### config.mk
export PLATFORM = sky130hd
export DESIGN_NAME = nnc_front
export DESIGN_NICKNAME = d
export VERILOG_FILES = /design/src/hdl/nearest_neighbor_classifier_core_macros.svh /design/src/hdl/nnc_pkg.sv /design/src/hdl/nnc_front.sv
export SDC_FILE = /design/constraint.sdc
export NUM_CORES = 1
export LEC_CHECK = 0
export BUFFER_PORTS_ARGS = -buffer_cell sky130_fd_sc_hd__buf_4
export CAP_MARGIN = 20
export CORE_ASPECT_RATIO = 1.2
export CORE_MARGIN = 2
export CORE_UTILIZATION = 52
export DETAILED_ROUTE_END_ITERATION = 8
export PLACE_DENSITY = 0.82
export SYNTH_ARGS = -nofsm -noshare
export SYNTH_HDL_FRONTEND = slang
export SYNTH_SLANG_ARGS = --single-unit
export TNS_END_PERCENT = 50
### constraint.sdc
create_clock -name clk -period 3.3 [get_ports clk]
set_input_delay 0.165 -clock clk [delete_from_list [all_inputs] [get_ports clk]]
set_output_delay 0.165 -clock clk [all_outputs]
set_load 0.01 [all_outputs]
### src/hdl/nearest_neighbor_classifier_core_macros.svh
// Assertion macros shared by the nearest neighbor classifier RTL.
// No dependencies; included by files that carry concurrent assertions.
`ifndef NEAREST_NEIGHBOR_CLASSIFIER_CORE_MACROS_SVH
`define NEAREST_NEIGHBOR_CLASSIFIER_CORE_MACROS_SVH

// Same-cycle implication, checked on rising clk outside reset.
`define NNC_ASSERT_IMPL(label, clk, rst_n, ante, cons) \
    label: assert property (@(posedge clk) disable iff (!rst_n) (ante) |-> (cons)) \
        else $error("assertion failed");

// Next-cycle implication, checked on rising clk outside reset.
`define NNC_ASSERT_NEXT(label, clk, rst_n, ante, cons) \
    label: assert property (@(posedge clk) disable iff (!rst_n) (ante) |=> (cons)) \
        else $error("assertion failed");

`endif

### src/hdl/nnc_pkg.sv
// Shared types and constants of the nearest neighbor classifier.
// No dependencies; imported by every module of the block except nnc_ram.
package nnc_pkg;

    localparam int AXIS_W  = 16;
    localparam int LABEL_W = 3;
    localparam int ENTRY_W = 3 * AXIS_W + LABEL_W;
    localparam int SQ_W    = 2 * AXIS_W;
    localparam int DIST_W  = 34;
    localparam int INDEX_W = 8;
    localparam int KIND_W  = 2;
    localparam int IN_DATA_W  = 56;
    localparam int OUT_DATA_W = 48;

    // Item kinds as they arrive in tuser; the fourth code is unused
    typedef enum logic [KIND_W-1:0] {
        OP_LOAD  = 2'd0,
        OP_QUERY = 2'd1,
        OP_CLEAR = 2'd2
    } op_t;

    // One decoded command handed from the front to the back
    typedef struct packed {
        op_t                      op;
        logic [LABEL_W-1:0]       label;
        logic signed [AXIS_W-1:0] gyro;
        logic signed [AXIS_W-1:0] vert;
        logic signed [AXIS_W-1:0] fwd;
    } cmd_t;

    // Queue handshake from front to back
    typedef struct packed {
        logic valid;
        cmd_t cmd;
    } cmd_port_t;

endpackage

### src/hdl/nnc_front.sv
// Front end: accepts input transfers, decodes the kind, queues commands.
// Depends on nnc_pkg.
module nnc_front
    import nnc_pkg::*;
(
    input  logic                  clk,
    input  logic                  rst_n,
    input  logic                  s_tvalid,
    output logic                  s_tready,
    input  logic [IN_DATA_W-1:0]  s_tdata,
    input  logic [KIND_W-1:0]     s_tuser,
    output cmd_port_t             q_out,
    input  logic                  q_pop
);

    cmd_t       slot_reg [2];
    logic       wr_ptr_reg, wr_ptr_next;
    logic       rd_ptr_reg, rd_ptr_next;
    logic [1:0] fill_reg, fill_next;
    logic       accept;
    logic       push;
    cmd_t       cmd_in;

    assign s_tready = (fill_reg != 2'd2);
    assign accept   = s_tvalid && s_tready;

    // Decode: the unused kind is accepted and dropped
    always_comb
    begin
        cmd_in.op    = op_t'(s_tuser);
        cmd_in.fwd   = s_tdata[AXIS_W-1:0];
        cmd_in.vert  = s_tdata[2*AXIS_W-1:AXIS_W];
        cmd_in.gyro  = s_tdata[3*AXIS_W-1:2*AXIS_W];
        cmd_in.label = s_tdata[ENTRY_W-1:3*AXIS_W];
        unique case (op_t'(s_tuser))
            OP_LOAD, OP_QUERY, OP_CLEAR: push = accept;
            default:                     push = 1'b0;
        endcase
    end

    // Two-entry queue pointers
    always_comb
    begin
        wr_ptr_next = wr_ptr_reg ^ push;
        rd_ptr_next = rd_ptr_reg ^ q_pop;
        fill_next   = fill_reg + {1'b0, push} - {1'b0, q_pop};
    end

    always_ff @(posedge clk or negedge rst_n)
    begin
        if (!rst_n)
        begin
            wr_ptr_reg <= 1'b0;
            rd_ptr_reg <= 1'b0;
            fill_reg   <= 2'd0;
        end
        else
        begin
            wr_ptr_reg <= wr_ptr_next;
            rd_ptr_reg <= rd_ptr_next;
            fill_reg   <= fill_next;
        end
    end

    // Queue payload, no reset needed
    always_ff @(posedge clk)
    begin
        if (push)
        begin
            slot_reg[wr_ptr_reg] <= cmd_in;
        end
    end

    assign q_out.valid = (fill_reg != 2'd0);
    assign q_out.cmd   = slot_reg[rd_ptr_reg];

endmodule

Word level (Yosys, flattened, before mapping)
Memories as Yosys holds them, arrays and structs flattened.
Index checks and enable logic that the tools add are counted.

operators by class
  add/subtract/negate cells = 2
  equal/unequal tests = 3
  multiplexer cells = 3
  bitwise operators = 2
  reduce and logical (&&, ||, !) cells = 4

operator list
  operator            number
  $mux 1              3
  $reduce_or 3->1     1
  $add 2x1->2         1
  $eq 2x1->1 const B  1
  $eq 2x2->1 const B  1
  $logic_not 2->1     1
  $ne 2x2->1 const B  1
  $reduce_bool 2->1   1
  $sub 2x1->2         1
  $xor 1x1->1         2
  $logic_and 1x1->1   1

storage, ports and cells
  register bits = 4
  memory bits (writable) = 106
  input bits = 62
  output and inout bits = 55
  memories = 1

memory list
  name      depth  width  read ports  clocked after Yosys merged registers in  wr ports  line             text
  slot_reg  2      53     1           0                                        1         nnc_front.sv:16  cmd_t slot_reg [2];

Longest topological paths before layout
  word-level depth = 5
  mapped depth = 6
  gate-level depth less buffers = 6

Worst setup path before layout
Ideal clock, no wire load.

  path kind = flip-flop to flip-flop
  start = register fill_reg[1]
  end = memory slot_reg[0][0] (netlist bit), enable pin
  library setup time = 0.416 ns
  arrival time = 2.030 ns
  data required time = 2.884 ns
  setup slack = 0.854 ns
  stages on the path, launching flop included = 4
  path buffers = 0
  period minus slack after synthesis = 2.446 ns
  cell sequence = dfrtp_1 nand2b_1 and2_2 ha_1

on the way
  word-level cells in the longest chain between the ends = 5

RTL lines
  item                          line             text
  from (decl)                   nnc_front.sv:19  logic [1:0] fill_reg, fill_next;
  from (signal assigned)        nnc_front.sv:61  fill_reg <= fill_next;
  $ne 2x2->1                    nnc_front.sv:24  assign s_tready = (fill_reg != 2'd2);
  via s_tready                  nnc_front.sv:9   output logic s_tready,
  $logic_and 1x1->1             nnc_front.sv:25  assign accept = s_tvalid && s_tready;
  $mux 1                        nnc_front.sv:35  unique case (op_t'(s_tuser))
  $mux 1                        nnc_front.sv:68  if (push)
  $mux 1 (not written as such)  nnc_front.sv:70  slot_reg[wr_ptr_reg] <= cmd_in;
  to (decl)                     nnc_front.sv:16

The timed path passes the listed nets, and every way through them passes these cells.

==> out/qor.txt <==
Outcome -> finished, final reports clean
Layout cells sized above 1 -> 50.8%
Max-cap violations -> 0
Pin count of the biggest net entering global routing -> 55
Seq cells post-synth -> 110
Post-synth top cells -> 106 x edfxtp_1, 49 x mux2_4, 5 x buf_12, 4 x dfrtp_1, 4 x mux2_2
EDFF count, synth -> 106
Final setup vio count -> 0
Min Hold Slack -> 0.140 ns
CP peak stage delay -> 1.05 ns
FP Rows -> 36
Pre-Repair DR Iteration Count -> 4
RSZ-0062 raised after global routing -> false
Initial antenna violation count -> 0
TritonCTS clock tree -> done
Yosys top cell area share -> 74.3%
Clk_lat worst skew -> 0.36 ns
Die height -> 103 µm
H-tree Lvls -> 3
Syn nets -> 248
Die width -> 86.9 µm
Initial Util -> 53.2%
Hold Path Class -> primary input to async pin
Antenna Diode Count -> 0
CTS sink count -> 110
Worst Tran Pin Value -> 1.01 ns
Vias per cell -> 5.04
Post-CTS sizing -> 0
Async SR Flop Fraction -> 3.64%
Synthesized area per cell -> 23.3 µm²
Critical path endpoint category -> output port
Setup CP Type -> flop to output port
Drt initial violations -> 82
First-pass GRT wire length -> 11600 µm
Synth cell types -> 16
Top post-synthesis cells by area -> edfxtp_1 74%, mux2_4 17%, buf_12 2.3%
Psw -> 1.21 mW
CP Cell Sequence -> mux2_2, buf_4
Pleak -> 2.36 nW
DRC -> 0
YS warnings -> 0
Worst setup path startpoint -> rd_ptr_reg
Logic pwr share -> 34.8%
Area of the mapped netlist -> 0.00429 mm²
PD cells -> 721 mW/mm²
CP Data Required Time -> 3.13 ns
Number of flip-flops in the largest register -> 106
Num CTS Buffers -> 9
Worst path top cell family by delay -> flip-flops
Clock Power Share -> 16.4%
Tmin final -> 2.25 ns
Critical path startpoint category -> flop
Post-Syn Instances -> 184
Vias in the first global route -> 2376
Final period utilization -> 68.3%
Fill cells -> 469
I/O Buffers -> 111
Total GRT Usage -> 17.7%
Post-DRT Antenna Nets -> 0
Final nets -> 421
Seq/Total Area, Yosys -> 76.6%
Clk Tree Root Cell -> clkbuf_8
Io pins -> 117
Reg power frac -> 48.8%
Area Growth Syn to Fin -> 37.4%
Critical Path AT -> 2.09 ns
Sum of routed wire length over all layers -> 7890 µm
Worst path bufs/invs -> 1
Routability cong. -> 0.655
Fmax -> 444 MHz
Main synth FF type -> edfxtp_1
CP max stage cell -> dfrtp_4
CTS clk-pin slew, worst paths -> 0.09 ns
Max-slew headroom -> 32.4%
Die area -> 0.00899 mm²
Worst reg2reg startpoint -> fill_reg[1]
Area leader, netlist -> edfxtp_1
Endpoints failing hold -> 0
Slew Limit Fails -> 0
Pint -> 3.03 mW
Clock Skew -> 0.00737 ns
Most common cell in the netlist -> edfxtp_1
DR WL/cell -> 17.3 µm
CTS max path bufs -> 2
Switching share of power -> 28.5%
Setup TNS -> 0 ns
Core Footprint -> 0.00806 mm²
Vias -> 2303
Critical path peak fanout -> 54
Max rail drop VDD -> 611 µV
Grt ovf -> 0
-- cells in the final DEF (no fill, tap or decap), types with 2 or more instances in the layout --
cell | Yosys | layout
dlygate4sd3_1 | 0 | 55
inv_1 | 3 | 3
dfrtp_1 | 4 | 3
buf_4 | 0 | 111
edfxtp_1 | 106 | 106
clkbuf_8 | 0 | 9
clkinv_1 | 0 | 2
buf_12 | 5 | 2
mux2_4 | 49 | 49
mux2_2 | 4 | 4
xnor2_1 | 3 | 3
-- worst register-to-register path: stages, from the launching register on --
cell and delay (ns):
dfrtp_1 0.41, nand2b_1 0.14, and2_2 0.19, ha_2 0.54, buf_12 0.29
-- power groups by stage --
stage / Clock, mW / Combinational, mW / Sequential [mW]
after floorplan: 0 / 1.10 / 1.92
after global placement: 0 / 1.40 / 2.09
after detailed placement: 0 / 1.43 / 2.11
after CTS: 0.715 / 1.48 / 2.08
after global routing: 0.761 / 1.57 / 2.11
final: 0.697 / 1.48 / 2.07
-- logic make-up after synthesis --
kind of cell	synth area share (%)
xor+xnor	0.818
compound gates	0.292
simple gates	0.613
flops	76.6
fa+ha+maj	0.584
buf+inv	2.86
mux	18.2
-- cell type report --
type	count	area (µm²)	area share (%)
sequential	110	3290	55.8
clock buffer	10	128	2.17
multi-input combinational	65	883	15.0
timing repair buffer	168	1420	24.2
inverter	3	11.3	0.191
clock inverter	6	37.5	0.637
tap	95	119	2.02
-- worst paths after layout --
kind / end / slack (ns) / cells after the start
setup / recovery: q_out[1] / 1.05 / 2
hold / removal: fill_reg[0] / 0.14 / 2
setup reg to reg: slot_reg[0][42] / 1.42 / 4
hold reg to reg: fill_reg[0] / 0.53 / 1
max in group asynchronous: rd_ptr_reg / 3.05 / 2
min in group clk: fill_reg[1] / 0.36 / 4
-- metal layers --
| metal | up-vias | global-route usage (%) | wire [µm] |
|---|---|---|---|
| met3 | 17 | 4.68 | 460 |
| met4 | 0 | 8.05 | 187 |
| met1 | 1143 | 19.1 | 2900 |
| met2 | 85 | 32.3 | 4340 |
| met5 | - | 0 | 0 |
| li1 | 1058 | - | - |
-- per-stage QoR --
step / cells / utilization, % / area (µm²) / worst slack, ns / power, mW
after floorplan: 184 / - / 4290 / 0.854 / 3.02
after global placement: 386 / 64.2 / 5170 / 1.37 / 3.49
after detailed placement: 386 / 64.2 / 5170 / 1.36 / 3.54
after CTS: 457 / 73.0 / 5890 / 1.03 / 4.28
after global routing: 457 / 73.0 / 5890 / 0.966 / 4.44
final: 457 / 73.0 / 5890 / 1.05 / 4.25
-- timing repair --
| item | in CTS | in global routing |
|---|---|---|
| endpoints found under the hold margin | 111 | 0 |
| setup buffers | 0 | 0 |
| hold buffers | 55 | 0 |
(Power assumes the default switching activity.)
